<file path="src/hw/rtl/cdeq_pkg.sv">
// ----------------------------------------------------------------------------
// cdeq_pkg
// Shared types and constants for the double-ended queue: command codes,
// status codes, cell operations and parameter defaults.
// ----------------------------------------------------------------------------
package cdeq_pkg;

   localparam int DEPTH_DEFAULT      = 16;
   localparam int DATA_WIDTH_DEFAULT = 32;

   // Command codes carried on req_command.
   typedef enum logic [2:0] {
      CMD_PUSH_FRONT = 3'd0,
      CMD_PUSH_REAR  = 3'd1,
      CMD_POP_FRONT  = 3'd2,
      CMD_POP_REAR   = 3'd3,
      CMD_PEEK       = 3'd4
   } command_type;

   // Status codes carried on rsp_status.
   typedef enum logic [1:0] {
      ST_DONE  = 2'd0,
      ST_FULL  = 2'd1,
      ST_EMPTY = 2'd2
   } status_type;

   // Operation broadcast to every cell of the storage row.
   typedef enum logic [2:0] {
      CELL_HOLD,
      CELL_SHIFT_BACK,
      CELL_SHIFT_FWD,
      CELL_APPEND,
      CELL_TRIM
   } cell_op_type;

endpackage

</file>
<file path="src/hw/rtl/cdeq_cell.sv">
// ----------------------------------------------------------------------------
// cdeq_cell
// One storage cell of the queue row. Entries are packed toward cell zero,
// which always holds the front entry.
// ----------------------------------------------------------------------------
module cdeq_cell #(
   parameter int DATA_WIDTH = cdeq_pkg::DATA_WIDTH_DEFAULT
) (
   input  logic                    clock,
   input  logic                    reset,
   input  cdeq_pkg::cell_op_type   cell_op,
   input  logic [DATA_WIDTH-1:0]   push_value,
   input  logic [DATA_WIDTH-1:0]   up_data,
   input  logic                    up_valid,
   input  logic [DATA_WIDTH-1:0]   down_data,
   input  logic                    down_valid,
   output logic [DATA_WIDTH-1:0]   data,
   output logic                    valid,
   output logic [DATA_WIDTH-1:0]   last_data
);
   import cdeq_pkg::*;

   logic [DATA_WIDTH-1:0] data_ff;
   logic [DATA_WIDTH-1:0] data_in;
   logic                  valid_ff;
   logic                  valid_in;

   always_comb begin
      data_in  = data_ff;
      valid_in = valid_ff;
      case (cell_op)
         CELL_SHIFT_BACK: begin
            data_in  = up_data;
            valid_in = up_valid;
         end
         CELL_SHIFT_FWD: begin
            data_in  = down_data;
            valid_in = down_valid;
         end
         CELL_APPEND: begin
            // The first free cell behind the last occupied one takes the word.
            if (!valid_ff && up_valid) begin
               data_in  = push_value;
               valid_in = 1'b1;
            end
         end
         CELL_TRIM: begin
            if (valid_ff && !down_valid) begin
               valid_in = 1'b0;
            end
         end
         default: begin
            data_in  = data_ff;
            valid_in = valid_ff;
         end
      endcase
   end

   always_ff @(posedge clock) begin
      if (reset) begin
         valid_ff <= 1'b0;
      end else begin
         valid_ff <= valid_in;
      end
      data_ff <= data_in;
   end

   assign data      = data_ff;
   assign valid     = valid_ff;
   assign last_data = (valid_ff && !down_valid) ? data_ff : '0;

endmodule

</file>
<file path="src/hw/rtl/cdeq_or_tree.sv">
// ----------------------------------------------------------------------------
// cdeq_or_tree
// Registered OR reduction that collects the single nonzero-tagged rear word
// from the cell row. Each tree level and the leaf row are registered.
// ----------------------------------------------------------------------------
module cdeq_or_tree #(
   parameter int DATA_WIDTH = cdeq_pkg::DATA_WIDTH_DEFAULT,
   parameter int LEAVES     = cdeq_pkg::DEPTH_DEFAULT
) (
   input  logic                  clock,
   input  logic [DATA_WIDTH-1:0] leaf_data [LEAVES],
   output logic [DATA_WIDTH-1:0] root
);
   localparam int LEVELS   = $clog2(LEAVES);
   localparam int LEAF_POW = 2 ** LEVELS;
   localparam int NODES    = 2 * LEAF_POW - 1;

   logic [DATA_WIDTH-1:0] node_ff [NODES];

   always_ff @(posedge clock) begin
      for (int n = 0; n < LEAF_POW - 1; n++) begin
         node_ff[n] <= node_ff[2*n+1] | node_ff[2*n+2];
      end
      for (int j = 0; j < LEAVES; j++) begin
         node_ff[LEAF_POW-1+j] <= leaf_data[j];
      end
      for (int j = LEAVES; j < LEAF_POW; j++) begin
         node_ff[LEAF_POW-1+j] <= '0;
      end
   end

   assign root = node_ff[0];

endmodule

</file>
<file path="src/hw/rtl/circular_double_ended_queue.sv">
// ----------------------------------------------------------------------------
// circular_double_ended_queue
// Fixed-depth double-ended queue built as a row of storage cells with the
// front entry always in cell zero.
// ----------------------------------------------------------------------------
// An item is taken when start is high and busy is low, and exactly one result
// comes back on the rsp_ ports, marked by a single-cycle rsp_strobe that the
// receiver must take as it goes by. For most commands the cell row updates at
// the accept edge and the result is registered in the next cycle. A rear pop
// that leaves entries behind waits in a scan state, because the new rear word
// is gathered from the row through a registered OR tree with a register at
// each level and at the leaves. The result may be on the ports in the same
// cycle that the next item is accepted.
// ----------------------------------------------------------------------------
module circular_double_ended_queue #(
   parameter int DEPTH      = cdeq_pkg::DEPTH_DEFAULT,
   parameter int DATA_WIDTH = cdeq_pkg::DATA_WIDTH_DEFAULT
) (
   input  logic                          clock,
   input  logic                          reset,
   input  logic                          start,
   output logic                          busy,
   input  logic [2:0]                    req_command,
   input  logic signed [DATA_WIDTH-1:0]  req_value,
   output logic                          rsp_strobe,
   output logic signed [DATA_WIDTH-1:0]  rsp_popped_value,
   output logic [1:0]                    rsp_status,
   output logic signed [DATA_WIDTH-1:0]  rsp_front_value,
   output logic signed [DATA_WIDTH-1:0]  rsp_rear_value,
   output logic [$clog2(DEPTH+1)-1:0]    rsp_entry_count
);
   import cdeq_pkg::*;

   localparam int CW     = $clog2(DEPTH + 1);
   localparam int LEVELS = $clog2(DEPTH);
   localparam int WW     = $clog2(LEVELS + 2);

   typedef enum logic [1:0] {
      S_IDLE,
      S_SETTLE,
      S_SCAN
   } state_type;

   state_type             state_ff;
   logic [CW-1:0]         count_ff;
   logic [WW-1:0]         wait_ff;
   logic [DATA_WIDTH-1:0] rear_ff;
   logic [DATA_WIDTH-1:0] popped_ff;
   status_type            status_ff;

   logic                  rsp_strobe_ff;
   logic [DATA_WIDTH-1:0] rsp_popped_ff;
   status_type            rsp_status_ff;
   logic [DATA_WIDTH-1:0] rsp_front_ff;
   logic [DATA_WIDTH-1:0] rsp_rear_ff;
   logic [CW-1:0]         rsp_count_ff;

   logic                  accept;
   logic                  is_empty;
   logic                  is_full;
   cell_op_type           cell_op;
   logic [DATA_WIDTH-1:0] cell_data [DEPTH];
   logic [DEPTH-1:0]      cell_valid;
   logic [DATA_WIDTH-1:0] leaf_data [DEPTH];
   logic [DATA_WIDTH-1:0] tree_root;
   logic [DATA_WIDTH-1:0] front_sel;

   assign busy     = (state_ff != S_IDLE);
   assign accept   = start && !busy;
   assign is_empty = (count_ff == '0);
   assign is_full  = (count_ff == CW'(DEPTH));

   // The front word after the operation sits in cell zero; an empty queue
   // reports all ones at both ends.
   assign front_sel = is_empty ? '1 : cell_data[0];

   // Every cell gets the same operation; refused commands leave the row alone.
   always_comb begin
      cell_op = CELL_HOLD;
      if (accept) begin
         case (req_command)
            CMD_PUSH_FRONT: if (!is_full)  cell_op = CELL_SHIFT_BACK;
            CMD_PUSH_REAR:  if (!is_full)  cell_op = CELL_APPEND;
            CMD_POP_FRONT:  if (!is_empty) cell_op = CELL_SHIFT_FWD;
            CMD_POP_REAR:   if (!is_empty) cell_op = CELL_TRIM;
            default:        cell_op = CELL_HOLD;
         endcase
      end
   end

   // The row of cells. Cell zero sees the pushed word as its upstream
   // neighbor, and the last cell sees an empty neighbor downstream.
   for (genvar i = 0; i < DEPTH; i++) begin : g_cell
      logic [DATA_WIDTH-1:0] up_data;
      logic                  up_valid;
      logic [DATA_WIDTH-1:0] down_data;
      logic                  down_valid;

      if (i == 0) begin : g_head
         assign up_data  = req_value;
         assign up_valid = 1'b1;
      end else begin : g_body
         assign up_data  = cell_data[i-1];
         assign up_valid = cell_valid[i-1];
      end

      if (i == DEPTH - 1) begin : g_end
         assign down_data  = '0;
         assign down_valid = 1'b0;
      end else begin : g_mid
         assign down_data  = cell_data[i+1];
         assign down_valid = cell_valid[i+1];
      end

      cdeq_cell #(
         .DATA_WIDTH (DATA_WIDTH)
      ) u_cell (
         .clock      (clock),
         .reset      (reset),
         .cell_op    (cell_op),
         .push_value (req_value),
         .up_data    (up_data),
         .up_valid   (up_valid),
         .down_data  (down_data),
         .down_valid (down_valid),
         .data       (cell_data[i]),
         .valid      (cell_valid[i]),
         .last_data  (leaf_data[i])
      );
   end

   // Only the last occupied cell presents its word, so the OR of all leaves
   // is the rear word of the row.
   cdeq_or_tree #(
      .DATA_WIDTH (DATA_WIDTH),
      .LEAVES     (DEPTH)
   ) u_rear_tree (
      .clock     (clock),
      .leaf_data (leaf_data),
      .root      (tree_root)
   );

   // Control, bookkeeping and the registered result.
   always_ff @(posedge clock) begin
      if (reset) begin
         state_ff      <= S_IDLE;
         count_ff      <= '0;
         wait_ff       <= '0;
         rsp_strobe_ff <= 1'b0;
      end else begin
         rsp_strobe_ff <= 1'b0;
         case (state_ff)
            S_IDLE: begin
               if (start) begin
                  popped_ff <= '1;
                  status_ff <= ST_DONE;
                  state_ff  <= S_SETTLE;
                  case (req_command)
                     CMD_PUSH_FRONT, CMD_PUSH_REAR: begin
                        if (is_full) begin
                           status_ff <= ST_FULL;
                        end else begin
                           count_ff <= count_ff + CW'(1);
                           // A front push changes the rear only on an empty queue.
                           if (req_command == CMD_PUSH_REAR || is_empty) begin
                              rear_ff <= req_value;
                           end
                        end
                     end
                     CMD_POP_FRONT: begin
                        if (is_empty) begin
                           status_ff <= ST_EMPTY;
                        end else begin
                           popped_ff <= cell_data[0];
                           count_ff  <= count_ff - CW'(1);
                        end
                     end
                     CMD_POP_REAR: begin
                        if (is_empty) begin
                           status_ff <= ST_EMPTY;
                        end else begin
                           popped_ff <= rear_ff;
                           count_ff  <= count_ff - CW'(1);
                           // The new rear word must be gathered from the row.
                           if (count_ff != CW'(1)) begin
                              state_ff <= S_SCAN;
                              wait_ff  <= WW'(LEVELS + 1);
                           end
                        end
                     end
                     CMD_PEEK: begin
                        if (is_empty) begin
                           status_ff <= ST_EMPTY;
                        end
                     end
                     default: begin
                        status_ff <= ST_DONE;
                     end
                  endcase
               end
            end
            S_SETTLE: begin
               rsp_strobe_ff <= 1'b1;
               rsp_popped_ff <= popped_ff;
               rsp_status_ff <= status_ff;
               rsp_front_ff  <= front_sel;
               rsp_rear_ff   <= is_empty ? '1 : rear_ff;
               rsp_count_ff  <= count_ff;
               state_ff      <= S_IDLE;
            end
            S_SCAN: begin
               if (wait_ff == '0) begin
                  // The queue is known to hold entries here.
                  rear_ff       <= tree_root;
                  rsp_strobe_ff <= 1'b1;
                  rsp_popped_ff <= popped_ff;
                  rsp_status_ff <= status_ff;
                  rsp_front_ff  <= front_sel;
                  rsp_rear_ff   <= tree_root;
                  rsp_count_ff  <= count_ff;
                  state_ff      <= S_IDLE;
               end else begin
                  wait_ff <= wait_ff - WW'(1);
               end
            end
            default: begin
               state_ff <= S_IDLE;
            end
         endcase
      end
   end

   assign rsp_strobe       = rsp_strobe_ff;
   assign rsp_popped_value = rsp_popped_ff;
   assign rsp_status       = rsp_status_ff;
   assign rsp_front_value  = rsp_front_ff;
   assign rsp_rear_value   = rsp_rear_ff;
   assign rsp_entry_count  = rsp_count_ff;

   // The occupied cells always match the entry count.
   a_row_matches_count: assert property (@(posedge clock) disable iff (reset)
      $countones(cell_valid) == int'(count_ff))
      else $error("cell row occupancy differs from entry count");

   // The count never exceeds the depth.
   a_count_in_range: assert property (@(posedge clock) disable iff (reset)
      count_ff <= CW'(DEPTH))
      else $error("entry count above depth");

   // An accepted item makes the block busy in the next cycle.
   a_accept_busy: assert property (@(posedge clock) disable iff (reset)
      accept |=> busy)
      else $error("accepted item did not raise busy");

   // A result only follows a cycle in which an item was being worked on.
   a_strobe_after_busy: assert property (@(posedge clock) disable iff (reset)
      $rose(rsp_strobe) |-> $past(busy))
      else $error("result strobe without work in progress");

   // A refused push is reported only on a full queue.
   a_full_status: assert property (@(posedge clock) disable iff (reset)
      (rsp_strobe && rsp_status == ST_FULL) |-> (rsp_entry_count == CW'(DEPTH)))
      else $error("full status with free entries");

endmodule
</file>
<file path="config.mk">
export PLATFORM = sky130hd
export DESIGN_NAME = circular_double_ended_queue
export DESIGN_NICKNAME = d
export VERILOG_FILES = /design/src/hw/rtl/cdeq_pkg.sv /design/src/hw/rtl/cdeq_cell.sv /design/src/hw/rtl/cdeq_or_tree.sv /design/src/hw/rtl/circular_double_ended_queue.sv
export SDC_FILE = /design/constraint.sdc
export NUM_CORES = 2
export LEC_CHECK = 0
export BUFFER_PORTS_ARGS = -buffer_cell sky130_fd_sc_hd__buf_2
export CORE_ASPECT_RATIO = 1.75
export CORE_UTILIZATION = 39
export DETAILED_ROUTE_END_ITERATION = 7
export HOLD_SLACK_MARGIN = 0.06
export RECOVER_POWER = 50
export SYNTH_ARGS = -nofsm -noshare
export SYNTH_HDL_FRONTEND = slang
export SYNTH_HIERARCHICAL = 1
export SYNTH_SLANG_ARGS = --single-unit
</file>
<file path="constraint.sdc">
create_clock -name clock -period 23.8 [get_ports clock]
set_input_delay 0 -clock clock [delete_from_list [all_inputs] [get_ports clock]]
set_output_delay 0 -clock clock [all_outputs]
set_load 0.03 [all_outputs]
</file>
==> qor.yml <==
detailed_routing:
  dr.pass1.iters: 5
  wl_per_cell_um: 17.7
  drc: 0
  drt_iter0_markers: 1959
  via_per_inst: 4.72
  wl_um: 134000
  ant_nets: 0
  vias: 35700
clocking:
  htreeDepth: 4
  cts_resized: 0
  cts.path.max_buffers: 4
  tritoncts: "built"
  clk_pin_slew_ps: 70
  cts_buffers: 153
  postCtsSetupBuffers: 0
  clk_latency_ps: 780
  cts_root_buf: "clkbuf_16"
  clkSinkCount: 1700
  cts_hold_buf: 39
timing:
  layout_min_cycle_time_ps: 5790
  maxSlewViolCount: 368
  hold_viol: 0
  timing.final.crit_share_pct: 24.3
  rsz0062_at_grt: "no"
  slew_headroom_pct: -100
  setup_viol: 0
  skew_ps: 40.8
  worst_hold_slack_ps: 252
  fmax_mhz: 173
  final.setup.tns_ps: 0
  worstMarginPinSlew_ps: 3000
  fin_ws_ps: 18010
synthesis:
  synthCells: 5144
  syn_area_per_cell_um2: 12.6
  netlist_area_um2: 64600
  synthMuxAreaShare_pct: 8.72
  ys_warn_count: 6
  synthXorXnorAreaFrac_pct: 0.0407
  synth-edff-count: 681
  synthSimpleGateAreaFrac_pct: 14.6
  synthFlopType: "dfxtp_1"
  async_reset_ff_share_pct: 0
  yosys.cell_types.count: 54
  synthAdderAreaFrac_pct: 0.174
  synth_top_family_by_area: "simple AND/OR/NAND/NOR gates"
  synth-seq-area-share_pct: 63.2
  synth_compound_area_share_pct: 8.31
  ys_seq_elements: 1700
global_route:
  grt_pass1_vias: 36300
  grt_pass1_wl_um: 211000
  grtUsageTotal_pct: 15.9
  grt_max_degree: 147
  overflow: 0
  antenna_found_initial: 6
cells_and_area:
  final_util_pct: 43.2
  fillers: 15300
  fin_nets: 5293
  final_cells: 7552
  area_growth_pct: 10.1
  fin_area_um2: 71100
  drive_above_1_share_pct: 25.3
  multi_input_area_um2: 20900
  seqCellArea_um2: 40800
placed_design:
  dp_cells: 7241
  place_ws_ps: 18410
  gp_congestion: 0.766
  port_buffers: 142
  dpl_cell_area_um2: 66000
  dp_hpwl_um: 94700
critical_path:
  cpMostUsedCell: "buf_4"
  worstPathRequired_ps: 24230
  crit_chain: "inv_1 > ha_1 > nor4b_1 > clkbuf_1 > nor3_1 > a31oi_1 > nor2_4 > buf_4 > nand2_1 > a21oi_1 > nor3_2 > buf_4"
  cp-end-kind: "flop"
  cp_max_fo: 83
  crit_type: "reg -> reg"
  startpoint_type: "flop"
  slowest_stage: "clkbuf_1"
  cp_slowest_stage_delay_ps: 1960
  cp_data_arrival_time_ps: 6220
power_and_ir_drop:
  power.density_nw_per_um2: 85.8
  power_frac_comb_pct: 6.8
  swShare_pct: 22.5
  power.internal_mw: 4.73
  power_frac_clock_pct: 39.7
  finalPower_mw: 6.10
  pwr-share-seq_pct: 53.5
  p_leak_nw: 29.5
  p_sw_mw: 1.37
  irDropWorstVdd_mv: 0.0498
run:
  drv_cap: 8
floorplanning:
  fp.dieW_um: 310
  fp.dieH_um: 540
  core_area_um2: 165000
  initial_utilization_pct: 39.2
  rows: 197
  boundaryPins: 143
  design.die.area_um2: 167000
hold_path:
  hold_path.class: "in -> reg"
outcome:
  violations: "capacitance limit, slew limit"
  status: "finished with violations"
[sequential cells by signal, summed over array words and instances, names as in the netlist, 5 cells and up]
signal / cells
rsp_front_value: 32
rear_ff: 32
rsp_entry_count: 5
count_ff: 5
rsp_popped_value: 32
popped_ff: 32
rsp_rear_value: 32
u_rear_tree/node_ff: 992
g_cell.u_cell/valid: 16
g_cell.u_cell/data: 512
[cells in the final DEF, fill, tap and decap left out, types with 9 or more instances in the layout]
cell type	synthesis	routed
dfxtp_1	1019	1019
edfxtp_1	681	681
nand2_1	630	630
mux2i_1	562	562
and3_1	513	513
or2_2	512	512
o21ai_2	480	480
clkbuf_16	0	165
clkbuf_1	118	148
o21ai_0	114	116
inv_1	75	75
buf_4	32	51
nor2_1	48	44
dlygate4sd3_1	0	39
a21oi_1	38	38
conb_1	2	37
buf_2	3	37
clkbuf_8	0	30
clkinv_2	0	27
nor3b_1	18	17
a31oi_1	17	17
nor3_2	0	17
o211a_1	16	16
nand2b_2	0	13
ha_1	9	9
[kinds of logic after synthesis]
group	count (synthesis)
AO/OA/AOI/OAI	683
XOR/XNOR	3
adder cells (fa/ha/maj)	9
buffers and inverters	408
flip-flops	1700
multiplexers	563
other	2
AND/OR/NAND/NOR	1776
[cell type report]
cell class	count	share of cell area [%]
clock inverters	42	0.369
diodes	2	0.00703
well taps	2189	3.85
multi-input cells	3071	29.4
flip-flops and latches	1700	57.4
clock buffers	228	6.56
inverters	75	0.396
repair buffers	245	2.04
[power groups by stage]
stage / clock, mW / sequential, mW / combinational [mW]
6_report: 2.42 / 3.27 / 0.415
5_1_grt: 2.60 / 3.28 / 0.459
4_1_cts: 2.49 / 3.27 / 0.423
3_5_place_dp: 0 / 3.33 / 0.417
3_3_place_gp: 0 / 3.33 / 0.407
2_1_floorplan: 0 / 3.31 / 0.336
[metal layers]
| layer | wire length, µm | GRT usage [%] | part of all wire (%) | vias to the layer above |
|---|---|---|---|---|
| li1 | - | - | - | 18100 |
| met1 | 57200 | 19.3 | 43 | 16800 |
| met2 | 69300 | 29.0 | 52 | 532 |
| met3 | 3670 | 1.71 | 2.7 | 220 |
| met4 | 3490 | 5.10 | 2.6 | 0 |
| met5 | 0 | 0 | 0 | - |
[worst max-delay path: cells and delay by family (launching register included)]
family                     cells  cell delay (ps)
AOI/OAI and AO/OA              2              400
adders and majority gates      1              210
buffers and inverters          4             2910
DFF                            1              380
and+or+nand+nor                5             1520
[synthesized netlist by cell type, types with 4 or more instances]
cell type | instances | share of area, %
a31oi_1 | 17 | 0.16
nor3_1 | 19 | 0.15
o211a_1 | 16 | 0.25
inv_1 | 75 | 0.44
nand2_1 | 630 | 3.7
buf_8 | 16 | 0.37
buf_4 | 32 | 0.37
o21ai_1 | 4 | 0.031
and3_1 | 513 | 5.0
nand2b_1 | 19 | 0.18
edfxtp_1 | 681 | 32
o21ai_0 | 114 | 0.88
nor3b_1 | 18 | 0.21
buf_6 | 144 | 2.5
a21oi_1 | 38 | 0.29
o21ai_2 | 480 | 6.5
dfxtp_1 | 1019 | 32
clkbuf_1 | 118 | 0.69
buf_12 | 16 | 0.50
ha_1 | 9 | 0.17
or2_2 | 512 | 5.0
mux2i_1 | 562 | 8.7
nor2_1 | 48 | 0.28
[path summary, 6_finish.rpt]
kind	from	end	slack (ps)	cells after the start
hold / removal	start	state_ff[1]	250	5
hold reg to reg	u_rear_tree/node_ff[0][161]	u_rear_tree/node_ff[0][65]	370	1
setup reg to reg	count_ff[0]	g_cell[2].u_cell/data[29]	18010	12
setup / recovery	count_ff[0]	g_cell[2].u_cell/data[29]	18010	12
(Power assumes the default switching activity.)
